`config.mk`:
```
export PLATFORM = sky130hd
export DESIGN_NAME = spn_arith
export DESIGN_NICKNAME = d
export VERILOG_FILES = /design/src/hdl/spn_pkg.sv /design/src/hdl/spn_arith.sv
export SDC_FILE = /design/constraint.sdc
export NUM_CORES = 1
export LEC_CHECK = 0
export ABC_AREA = 1
export BUFFER_PORTS_ARGS = -buffer_cell sky130_fd_sc_hd__buf_2
export CORE_MARGIN = 1.5
export CORE_UTILIZATION = 40
export CTS_CLUSTER_SIZE = 8
export DETAILED_ROUTE_END_ITERATION = 7
export SLEW_MARGIN = 20
export SYNTH_ARGS = -nofsm -noshare
export SYNTH_HDL_FRONTEND = slang
export SYNTH_SLANG_ARGS = --single-unit
```
`constraint.sdc`:
```
create_clock -name clock -period 10.37 [get_ports clock]
set_input_delay 0.5185 -clock clock [delete_from_list [all_inputs] [get_ports clock]]
set_output_delay 0.5185 -clock clock [all_outputs]
set_load 0.005 [all_outputs]
```
`src/hdl/spn_pkg.sv`:
```
// ----------------------------------------------------------------------------
// spn_pkg
// shared types, codes and tables of the speckle probe nulling estimator
// ----------------------------------------------------------------------------
package spn_pkg;

   // operation codes carried in the mode field
   localparam logic [1:0] MODE_PLAIN     = 2'd0;
   localparam logic [1:0] MODE_PROBE     = 2'd1;
   localparam logic [1:0] MODE_PROBE_REQ = 2'd2;
   localparam logic [1:0] MODE_END_PROBE = 2'd3;

   // register indexes on the csr port
   localparam int unsigned CSR_IDX_W = 3;
   localparam logic [CSR_IDX_W-1:0] CSR_CAL_FACTOR    = 3'd0;
   localparam logic [CSR_IDX_W-1:0] CSR_NULLING_GAIN  = 3'd1;
   localparam logic [CSR_IDX_W-1:0] CSR_SNR_THRESHOLD = 3'd2;
   localparam logic [CSR_IDX_W-1:0] CSR_WAVE_X        = 3'd3;
   localparam logic [CSR_IDX_W-1:0] CSR_WAVE_Y        = 3'd4;

   localparam int unsigned NUM_PHASES   = 4;
   localparam int unsigned CORDIC_STEPS = 20;
   localparam logic [23:0] TURN_HALF    = 24'h800000;
   localparam logic [23:0] PHASE_ROUND  = 24'd128;
   localparam logic [45:0] RAW_MAX      = 46'h3FFF_FFFF_FFFF;
   localparam logic [31:0] U32_MAX      = 32'hFFFF_FFFF;

   typedef struct packed {
      logic [1:0]  mode;
      logic [1:0]  phase_index;
      logic [23:0] intensity;
      logic [31:0] variance;
      logic [15:0] iteration_count;
   } spn_req_type;

   typedef struct packed {
      logic [31:0]        amplitude;
      logic [15:0]        phase;
      logic               is_nulling;
      logic               snr_met;
      logic signed [15:0] out_wave_x;
      logic signed [15:0] out_wave_y;
   } spn_rsp_type;

   // launch pulses into the serial arithmetic unit
   typedef struct packed {
      logic mul_go;
      logic div_go;
      logic sqrt_go;
   } spn_ctl_type;

   // completion pulses out of the serial arithmetic unit
   typedef struct packed {
      logic mul_done;
      logic div_done;
      logic sqrt_done;
   } spn_sts_type;

   // atan(2^-i) in 2^-24 turn units
   function automatic logic [23:0] atan_turn(input logic [4:0] i);
      logic [23:0] v;
      case (i)
         5'd0:  v = 24'd2097152;
         5'd1:  v = 24'd1238021;
         5'd2:  v = 24'd654136;
         5'd3:  v = 24'd332050;
         5'd4:  v = 24'd166669;
         5'd5:  v = 24'd83416;
         5'd6:  v = 24'd41718;
         5'd7:  v = 24'd20860;
         5'd8:  v = 24'd10430;
         5'd9:  v = 24'd5215;
         5'd10: v = 24'd2608;
         5'd11: v = 24'd1304;
         5'd12: v = 24'd652;
         5'd13: v = 24'd326;
         5'd14: v = 24'd163;
         5'd15: v = 24'd81;
         5'd16: v = 24'd41;
         5'd17: v = 24'd20;
         5'd18: v = 24'd10;
         5'd19: v = 24'd5;
         default: v = 24'd0;
      endcase
      return v;
   endfunction

endpackage

```
`src/hdl/spn_arith.sv`:
```
// ----------------------------------------------------------------------------
// spn_arith
// bit-serial multiplier, restoring divider and square root, one bit a cycle
// ----------------------------------------------------------------------------
module spn_arith
   import spn_pkg::*;
(
   input  logic          clock,
   input  logic          reset,
   input  spn_ctl_type   ctl,
   output spn_sts_type   sts,
   input  logic [63:0]   mul_a,
   input  logic [63:0]   mul_b,
   output logic [127:0]  mul_p,
   input  logic [63:0]   div_n,
   input  logic [33:0]   div_d,
   output logic [63:0]   div_q,
   input  logic [63:0]   sqrt_v,
   output logic [31:0]   sqrt_r
);

   // multiplier: shift-add, finishes when the multiplier runs out of ones
   logic [127:0] mcand_ff;
   logic [127:0] acc_ff;
   logic [63:0]  mplier_ff;
   logic         mul_busy_ff;
   logic         mul_done_ff;

   always_ff @(posedge clock) begin
      mul_done_ff <= 1'b0;
      if (ctl.mul_go) begin
         mcand_ff    <= {64'd0, mul_a};
         mplier_ff   <= mul_b;
         acc_ff      <= '0;
         mul_busy_ff <= 1'b1;
      end else if (mul_busy_ff) begin
         if (mplier_ff == 64'd0) begin
            mul_busy_ff <= 1'b0;
            mul_done_ff <= 1'b1;
         end else begin
            if (mplier_ff[0]) acc_ff <= acc_ff + mcand_ff;
            mcand_ff  <= {mcand_ff[126:0], 1'b0};
            mplier_ff <= {1'b0, mplier_ff[63:1]};
         end
      end
      if (reset) begin
         mul_busy_ff <= 1'b0;
         mul_done_ff <= 1'b0;
      end
   end

   // divider: one quotient bit a cycle, msb first
   logic [63:0] quo_ff;
   logic [33:0] rem_ff;
   logic [33:0] dvs_ff;
   logic [5:0]  div_cnt_ff;
   logic        div_busy_ff;
   logic        div_done_ff;
   logic [34:0] div_t_w;
   logic        div_ge_w;

   assign div_t_w  = {rem_ff, quo_ff[63]};
   assign div_ge_w = div_t_w >= {1'b0, dvs_ff};

   always_ff @(posedge clock) begin
      div_done_ff <= 1'b0;
      if (ctl.div_go) begin
         quo_ff      <= div_n;
         rem_ff      <= '0;
         dvs_ff      <= div_d;
         div_cnt_ff  <= '0;
         div_busy_ff <= 1'b1;
      end else if (div_busy_ff) begin
         rem_ff     <= div_ge_w ? 34'(div_t_w - {1'b0, dvs_ff}) : div_t_w[33:0];
         quo_ff     <= {quo_ff[62:0], div_ge_w};
         div_cnt_ff <= div_cnt_ff + 6'd1;
         if (div_cnt_ff == 6'd63) begin
            div_busy_ff <= 1'b0;
            div_done_ff <= 1'b1;
         end
      end
      if (reset) begin
         div_busy_ff <= 1'b0;
         div_done_ff <= 1'b0;
         div_cnt_ff  <= '0;
      end
   end

   // square root: two radicand bits a cycle
   logic [63:0] rad_ff;
   logic [33:0] srem_ff;
   logic [31:0] root_ff;
   logic [4:0]  sq_cnt_ff;
   logic        sq_busy_ff;
   logic        sq_done_ff;
   logic [35:0] sq_t_w;
   logic [35:0] sq_trial_w;
   logic        sq_ge_w;

   assign sq_t_w     = {srem_ff, rad_ff[63:62]};
   assign sq_trial_w = {2'b00, root_ff, 2'b01};
   assign sq_ge_w    = sq_t_w >= sq_trial_w;

   always_ff @(posedge clock) begin
      sq_done_ff <= 1'b0;
      if (ctl.sqrt_go) begin
         rad_ff     <= sqrt_v;
         srem_ff    <= '0;
         root_ff    <= '0;
         sq_cnt_ff  <= '0;
         sq_busy_ff <= 1'b1;
      end else if (sq_busy_ff) begin
         srem_ff   <= sq_ge_w ? 34'(sq_t_w - sq_trial_w) : sq_t_w[33:0];
         root_ff   <= {root_ff[30:0], sq_ge_w};
         rad_ff    <= {rad_ff[61:0], 2'b00};
         sq_cnt_ff <= sq_cnt_ff + 5'd1;
         if (sq_cnt_ff == 5'd31) begin
            sq_busy_ff <= 1'b0;
            sq_done_ff <= 1'b1;
         end
      end
      if (reset) begin
         sq_busy_ff <= 1'b0;
         sq_done_ff <= 1'b0;
         sq_cnt_ff  <= '0;
      end
   end

   assign mul_p         = acc_ff;
   assign div_q         = quo_ff;
   assign sqrt_r        = root_ff;
   assign sts.mul_done  = mul_done_ff;
   assign sts.div_done  = div_done_ff;
   assign sts.sqrt_done = sq_done_ff;

endmodule
```
Word-level counts from Yosys, hierarchy flattened
Index checks and enable logic that the tools add are counted.
{ "word_totals": {"reg_bits": 599, "wordCells": 68, "out_inout_bits": 227, "in_bits": 295} }
{ "classes": {"order_cmp": 2, "add_sub_neg": 5, "n_bitwise": 4, "reduce_logical": 12, "mux": 24, "eq_ne": 3} }
{ "ops": {"columns": ["operator", "count"], "rows": [
  ["two-way mux 64 bit", 10],
  ["adder 128 bit", 1],
  ["two-way mux 34 bit", 2],
  ["subtractor 34 bit", 2],
  ["logical NOT 64 bit", 1],
  [">= comparator 36 x 34 -> 1 bit", 1],
  [">= comparator 35 x 34 -> 1 bit", 1],
  ["two-way mux 1 bit", 12],
  ["OR reduction 3 bit", 3],
  ["adder 6 x 1 -> 6 bit, second input constant", 1],
  ["equality test 6 bit, second input constant", 1],
  ["nonzero test 2 bit", 3],
  ["adder 5 x 1 -> 5 bit, second input constant", 1],
  ["equality test 5 bit, second input constant", 1],
  ["NOT 1 bit", 4],
  ["AND reduction 2 bit", 2],
  ["OR reduction 2 bit", 2],
  ["AND reduction 3 bit", 1],
  ["!= test 2 bit, second input constant", 1]
]} }

Depth between registers and ports, before layout
Gate-level depths: netlist of run 1.
{ "depth": {"depth_word": 4, "mapped_depth": 19, "mapped_depth_nobuf": 19} }

Least setup slack after synthesis of run 1
Ideal clock, no wire load.
{ "synth_path": {"kind": "register to register", "start": "reg mplier_ff[23]", "end": "reg mcand_ff[0], enable pin", "t_arrival_ns": 3.381, "path_stages_with_launch": 8, "synth_period_minus_slack_ns": 4.491, "required_time_ns": 9.260, "setup_slack_ns": 5.879, "setup_time_ns": 1.110, "path_buffers": 1, "path_cell_list": "edfxtp_1 > nor4_1 > nand4_1 > nor2_1 > nand2_1 > nand2_1 > clkbuf_1 > nand2_1"} }
{ "synth_via": {"elab_chain_cells": 3} }
{ "synth_lines": {"columns": ["item", "line_no", "rtl"], "rows": [
  ["from (decl)", "spn_arith.sv:25", "logic [63:0] mplier_ff;"],
  ["from (signal assigned)", "spn_arith.sv:33", "mplier_ff <= mul_b;"],
  ["from (signal assigned)", "spn_arith.sv:43", "mplier_ff <= {1'b0, mplier_ff[63:1]};"],
  ["logical NOT 64 bit", "spn_arith.sv:37", "if (mplier_ff == 64'd0) begin"],
  ["!= test 2 bit (no source line)", null, null],
  ["AND reduction 2 bit (no source line)", null, null],
  ["to (signal assigned)", "spn_arith.sv:32", "mcand_ff <= {64'd0, mul_a};"],
  ["to (signal assigned)", "spn_arith.sv:42", "mcand_ff <= {mcand_ff[126:0], 1'b0};"],
  ["to (decl)", "spn_arith.sv:23", "logic [127:0] mcand_ff;"]
]} }
No other way between the ends.
A chain may end at the register's enable or synchronous reset.

Final worst setup path of run 1
{ "layout_path": {"start": "reg mplier_ff[58]", "end": "reg mcand_ff[39], enable pin"} }
Same word-level chain as after synthesis.

==> results of run 1 <==
what timing repair did:
action                                 CTS  global route
gates resized for setup                  0             0
hold buffers                            26             0
endpoints found under the hold margin   26             0
setup endpoints to repair                0             0
worst max path at each step:
stage                             start            to  slack [ns]  cells after the start
final                     mplier_ff[58]  mcand_ff[39]        6.81                      8
after global routing      mplier_ff[58]  mcand_ff[39]        6.46                      8
after detailed placement  mplier_ff[59]  mcand_ff[40]        6.72                      8
after CTS                 mplier_ff[58]  mcand_ff[38]        6.69                      8
after global placement    mplier_ff[59]  mcand_ff[39]        6.76                      8
after floorplan           mplier_ff[23]   mcand_ff[0]        5.88                      7
layout by cell type (no fill, tap or decap), types with 48 or more instances in the layout:
cell type / instances
edfxtp_1: 290
dfxtp_1: 309
nor2_1: 720
buf_2: 519
a21oi_1: 195
xor2_1: 48
clkbuf_16: 90
xnor2_1: 50
nor3_1: 49
ha_1: 198
nand3_1: 284
inv_1: 1157
o21ai_0: 206
nand2_1: 2693
critical path: cells and delay by family, from the launching register on:
kind / cells / cell delay (ns)
flip-flops: 1 / 0.39
buffers and inverters: 2 / 1.15
AND/OR/NAND/NOR: 6 / 1.53
metrics by stage:
step           cell area, µm²  setup WS, ns  instances  total power, W
2_1_floorplan           41300          5.88       6591         0.00504
3_3_place_gp            45200          6.76       8343         0.00585
3_5_place_dp            45200          6.72       8343         0.00587
4_1_cts                 48000          6.69       8519         0.00867
5_1_grt                 48000          6.46       8521         0.00917
6_report                48000          6.81       8523         0.00861
registers in the layout, summed over array words and instances, names as in the netlist:
signal	flops
mul_busy_ff	1
mul_done_ff	1
sq_busy_ff	1
rem_ff	34
rad_ff	64
sqrt_r	32
srem_ff	34
mul_p	128
sq_done_ff	1
div_q	64
div_busy_ff	1
mcand_ff	128
dvs_ff	34
mplier_ff	64
div_cnt_ff	6
sq_cnt_ff	5
div_done_ff	1
logic make-up after synthesis:
group,count (synthesis),synth area share
AO/OA/AOI/OAI,538,0.0715
XOR/XNOR,98,0.0208
adder cells (fa/ha/maj),200,0.0609
buffers and inverters,1322,0.122
flip-flops,599,0.361
AND/OR/NAND/NOR,3834,0.365
power breakdown:
| group | internal (W) | switching (W) | total (W) |
|---|---|---|---|
| combinational | 0.000976 | 0.00198 | 0.00296 |
| sequential | 0.00274 | 0.000161 | 0.00291 |
| clock | 0.00164 | 0.00111 | 0.00275 |
| total | 0.00536 | 0.00325 | 0.00861 |
metal layers:
metal | share of wire | vias to the layer above | routed length [µm]
met3 | 0.074 | 230 | 11700
li1 | - | 21200 | -
met1 | 0.46 | 19200 | 72400
met2 | 0.44 | 1261 | 68800
met4 | 0.031 | 0 | 4930
met5 | 0 | - | 0
area by class of cell:
cell class	count	area (µm²)
multi-input combinational	4670	21400
antenna	4	10.0
tap	1368	1710
clock buffer	143	2510
clock inverter	7	88.8
fill	11000	54000
timing repair buffer	563	3000
inverter	1169	4400
sequential	599	14900
==> impl_summary.log, run 1 <==
[metrics] critical path endpoint category: flip-flop
[metrics] shortest period the worst path allows: 3.56 ns
[metrics] utilization after layout: 0.471
[metrics] Total Routed Length: 158000 µm
[metrics] Post-synth top cells: nand2_1, inv_1, nor2_1
[metrics] post-synth cell types: 47
[metrics] Synth async-reset ratio: 0
[metrics] origin of the worst min-delay path: div_d[12]
[metrics] Post-DRT Antenna Nets: 0
[metrics] required arrival time at the worst endpoint: about 11 ns
[metrics] standard cell with the maximum stage delay on the critical path: nand2_4
[metrics] count of H-tree levels built during CTS: 3
[metrics] count of synthesis-stage warnings from yosys: 0
[metrics] count of input and output buffers: around 520
[metrics] starting density of the core: 0.405
[metrics] proportion of synthesized chip area in sequential cells: 0.361
[metrics] Pre-antenna DRT Iters: 6
[metrics] Tcrit/Tclk final: 0.343
[metrics] horizontal extent of the die: 324 µm
[metrics] global placement routability congestion: around 1.0
[metrics] global-route congestion overflow total: 0
[metrics] capturing point of the worst reg2reg path: mcand_ff[39]
[metrics] slew at the pin with the worst max-slew slack: around 1.1 ns
[metrics] clk_skew: 0.0316 ns
[metrics] final net count: 7585
[metrics] pin count of the biggest net entering global routing: roughly 150
[metrics] count of mapped cells out of synthesis: 6591
[metrics] initial antenna violation count: 4
[metrics] global-route met2 utilization: 0.453
[metrics] via count: 41900
[metrics] signal arrival time at the worst endpoint: 3.85 ns
[metrics] clock sink count: around 600
[metrics] total clock buffers created by CTS: 87
[metrics] met3 GRT Util: 0.0599
[metrics] chain of cells forming the critical path: nor4_1 -> nand4_1 -> nor2_1 -> nand2_1 -> nand2_2 -> buf_4 -> nand2_4 -> buf_4
[metrics] critical path startpoint category: flip-flop
[metrics] final hold violations: 0
[metrics] DRC: 0
[metrics] EDFF count, synth: 290
[metrics] mean routed wirelength per cell: ~19 µm
[metrics] global-route wire length before repair: 236000 µm
[metrics] worst min-delay path endpoint: dvs_ff[12]
[metrics] IO Count: 522
[metrics] post-detailed-placement half-perimeter wirelength: 127000 µm
[metrics] global route hottest layer: met2
[metrics] growth of design area from synthesis to finish: 16.3%
[metrics] Final Slew Violations: 0
[metrics] floorplan row count: 117
[metrics] Clk Tree Root Cell: clkbuf_16
[metrics] met1 Use GR: 0.407
[metrics] synthesized cell area: 41300 µm²
[metrics] Max Fclk: 0.281 GHz
[metrics] crit path max fanout: 67
[metrics] RSZ-0062 raised after global routing: false
[metrics] via count of the first global-routing pass: 39200
[metrics] Leak Pwr: roughly 26 nW
[metrics] share of post-route cells with drive strength above 1: 0.0957
[metrics] worst hold path cell count: 1
[metrics] buffer depth of the longest clock path: 3
[metrics] total routing usage reported by global routing: 0.293
[metrics] most used flip-flop cell after synthesis: dfxtp_1
[metrics] count of state elements after synthesis: 599
[metrics] worst hold margin: 0.0483 ns
[metrics] Synth Area per Inst: 6.27 µm²
[metrics] worst min-delay path class: in -> reg
[metrics] Die Ht: 324 µm
[metrics] dominant cell by count in the synthesized netlist: nand2_1
[metrics] post-DR vias/cell: between 4 and 5
[metrics] r2r startpoint: mplier_ff[58]
[metrics] IR Drop Worst-Case VDD: 245 µV
[metrics] setup_tns: 0 ns
[metrics] slack of the worst reg-to-reg path: 6.81 ns
[metrics] dominant cell type by count on the critical path: buf_4
[metrics] full die area: 105000 µm²
[metrics] Clock transition at path regs: 0.05 ns
[metrics] clock latency on the worst-skew pair: 0.68 ns
[metrics] number of maximum-capacitance constraint violations: 0
[metrics] clock tree from TritonCTS: built
[metrics] number of buffers added for setup after CTS: 0
[metrics] worst slew margin relative to its limit: 0.267
[metrics] count of routing violations after the opening detailed-route iteration: 3728
[metrics] ranking of synthesized cells by area: nand2_1, edfxtp_1, dfxtp_1, inv_1, nor2_1
[metrics] final count of negative-setup-slack endpoints: 0
[metrics] share of the synthesized area in the top cell type: 0.245
[metrics] worst r2r path cells: 8
[metrics] power per cell area: about 180 nW/µm²
[metrics] core region area: 102000 µm²
[metrics] run status: completed
[metrics] stage delay of the slowest cell on the critical path: 0.65 ns
[metrics] Crit Path Category: reg -> reg
[metrics] post-synth top area cell: nand2_1
[metrics] nets in the synthesized netlist: 7086
Power figures use the tool's default switching activity.
==> inputs of run 2 (changes only) <==
clock period = 3.4 ns   (was 10.37 ns; I/O delays follow)
==> impl_summary.log, run 2 (synthesized netlist as in run 1, its figures left out) <==
[metrics] run status: completed (unchanged)
[metrics] count of routing violations after the opening detailed-route iteration: 3641 (was 3728)
[metrics] total routing usage reported by global routing: 0.307 (was 0.293)
[metrics] origin of the worst min-delay path: mul_a[63] (was div_d[12])
[metrics] IO Count: 522 (unchanged)
[metrics] crit path max fanout: 4 (was 67)
[metrics] fill cell total of the finished layout: 10800 (was 11000)
[metrics] Leak Pwr: 27.9 nW (was 26.5 nW)
[metrics] slew at the pin with the worst max-slew slack: 0.947 ns (was 1.10 ns)
[metrics] DRC: 0 (unchanged)
[metrics] Crit Path Category: reg -> reg (unchanged)
[metrics] total clock buffers created by CTS: 87 (unchanged)
[metrics] Max Fclk: 0.304 GHz (was 0.281 GHz)
[metrics] clock sink count: 599 (unchanged)
[metrics] final net count: 7906 (was 7585)
[metrics] growth of design area from synthesis to finish: 23.9% (was 16.3%)
[metrics] starting density of the core: 0.405 (unchanged)
[metrics] utilization after layout: 0.502 (was 0.471)
[metrics] final hold violations: 0 (unchanged)
[metrics] count of H-tree levels built during CTS: 3 (unchanged)
[metrics] via count of the first global-routing pass: 41300 (was 39200)
[metrics] critical path endpoint category: flip-flop (unchanged)
[metrics] Tcrit/Tclk final: 0.969 (was 0.343)
[metrics] Die Ht: 324 µm (unchanged)
[metrics] post-detailed-placement half-perimeter wirelength: 130000 µm (was 127000 µm)
[metrics] core region area: 102000 µm² (unchanged)
[metrics] critical path launch point: mcand_ff[17] (was mplier_ff[58])
[metrics] r2r startpoint: mcand_ff[17] (was mplier_ff[58])
[metrics] signal arrival time at the worst endpoint: 3.87 ns (was 3.85 ns)
[metrics] clk_skew: 0.0462 ns (was 0.0316 ns)
[metrics] FF+latch area: 14900 µm² (unchanged)
[metrics] RSZ-0062 raised after global routing: false (unchanged)
[metrics] global placement routability congestion: 1.06 (was 1.03)
[metrics] clock tree from TritonCTS: built (unchanged)
[metrics] Post-Layout Cell Count: 8844 (was 8523)
[metrics] area of the multi-input gates: 21400 µm² (about the same)
[metrics] Clock transition at path regs: 0.06 ns (was 0.05 ns)
[metrics] via count: 43600 (was 41900)
[metrics] worst slew margin relative to its limit: 0.364 (was 0.267)
[metrics] initial antenna violation count: 6 (was 4)
[metrics] Post-DRT Antenna Nets: 0 (unchanged)
[metrics] mean routed wirelength per cell: 18.8 µm (was 18.5 µm)
[metrics] required arrival time at the worst endpoint: 3.97 ns (was 10.67 ns)
[metrics] floorplan row count: 117 (unchanged)
[metrics] clock latency on the worst-skew pair: 0.68 ns (about the same)
[metrics] worst min-delay path class: in -> reg (unchanged)
[metrics] Pre-antenna DRT Iters: 6 (unchanged)
[metrics] Total Routed Length: 166000 µm (was 158000 µm)
[metrics] critical path startpoint category: flip-flop (unchanged)
[metrics] Clk Tree Root Cell: clkbuf_16 (unchanged)
[metrics] Final Slew Violations: 0 (unchanged)
[metrics] power per cell area: 526 nW/µm² (was 179 nW/µm²)
[metrics] count of input and output buffers: 521 (unchanged)
[metrics] setup_tns: 0 ns (unchanged)
[metrics] leading cell type in the layout, fill and taps excluded: nand2_1 (unchanged)
[metrics] share of post-route cells with drive strength above 1: 0.0987 (was 0.0957)
[metrics] global-route congestion overflow total: 0 (unchanged)
[metrics] full die area: 105000 µm² (unchanged)
[metrics] leading cell types in the layout, fill and taps excluded: nand2_1, inv_1, nor2_1 (unchanged)
[metrics] Cells after DPL: 8398 (was 8343)
[metrics] post-DR vias/cell: 4.93 (was 4.92)
[metrics] final count of negative-setup-slack endpoints: 0 (unchanged)
[metrics] number of maximum-capacitance constraint violations: 0 (unchanged)
[metrics] shortest period the worst path allows: 3.29 ns (was 3.56 ns)
[metrics] global-route wire length before repair: 248000 µm (was 236000 µm)
[metrics] IR Drop Worst-Case VDD: 697 µV (was 245 µV)
[metrics] number of buffers added for setup after CTS: 0 (unchanged)
[metrics] buffer depth of the longest clock path: 3 (unchanged)
[metrics] pin count of the biggest net entering global routing: 126 (was 146)
[metrics] horizontal extent of the die: 324 µm (unchanged)
run 2: cell type report:
class / count / area share
Clock inverter: 10 / 0.00203
Inverter: 1169 / 0.0860
Timing Repair Buffer: 884 / 0.121
Clock buffer: 143 / 0.0481
Sequential cell: 599 / 0.291
Tap cell: 1368 / 0.0334
Multi-Input combinational cell: 4670 / 0.419
Antenna cell: 1 / 0.0000489
run 2: report_power, final:
part	internal [W]	switching (W)
Sequential	0.00837	0.000500
Combinational	0.00338	0.00631
Clock	0.00490	0.00346
run 2: final timing paths:
path         slack, ns  cells after the start             to
max reg2reg       0.11                     17      mul_p[91]
min reg2reg       0.44                      1  div_cnt_ff[4]
min               0.11                      3   mcand_ff[63]
max               0.11                     17      mul_p[91]
run 2: routing by layer:
layer	up-vias	wire length [µm]	GRT usage
li1	21900	-	-
met5	-	21	0
met3	245	12900	0.0589
met2	1409	73400	0.486
met4	4	5050	0.0948
met1	20000	75100	0.420
run 2: through the flow:
step	power [W]	hold WS (ns)	instance area [µm²]	worst slack (ns)
after floorplan	0.0154	0.239	41300	0.184
after global placement	0.0183	0.346	45700	0.208
after detailed placement	0.0183	0.348	45700	0.174
after CTS	0.0270	0.0251	51200	0.142
after global routing	0.0285	0.109	51200	0.0244
final	0.0269	0.105	51200	0.105
run 2: worst max-delay path: stages (launching register included):
cell      delay [ns]
edfxtp_1        0.41
ha_1            0.50
nand2_1         0.17
nor2_1          0.42
inv_1           0.09
nor2_1          0.22
buf_4           0.19
nand2_1         0.07
inv_1           0.05
nand2_1         0.04
nand2_1         0.16
nand2_1         0.08
nand2_1         0.35
nand2_1         0.16
nand3_1         0.10
nand3_1         0.08
nand2_1         0.07
inv_1           0.04
run 2: repair_timing:
item,CTS,global route
endpoints found under the setup margin,0,1
gates resized for setup,0,1
hold endpoints to repair,323,0
hold buffers,292,0
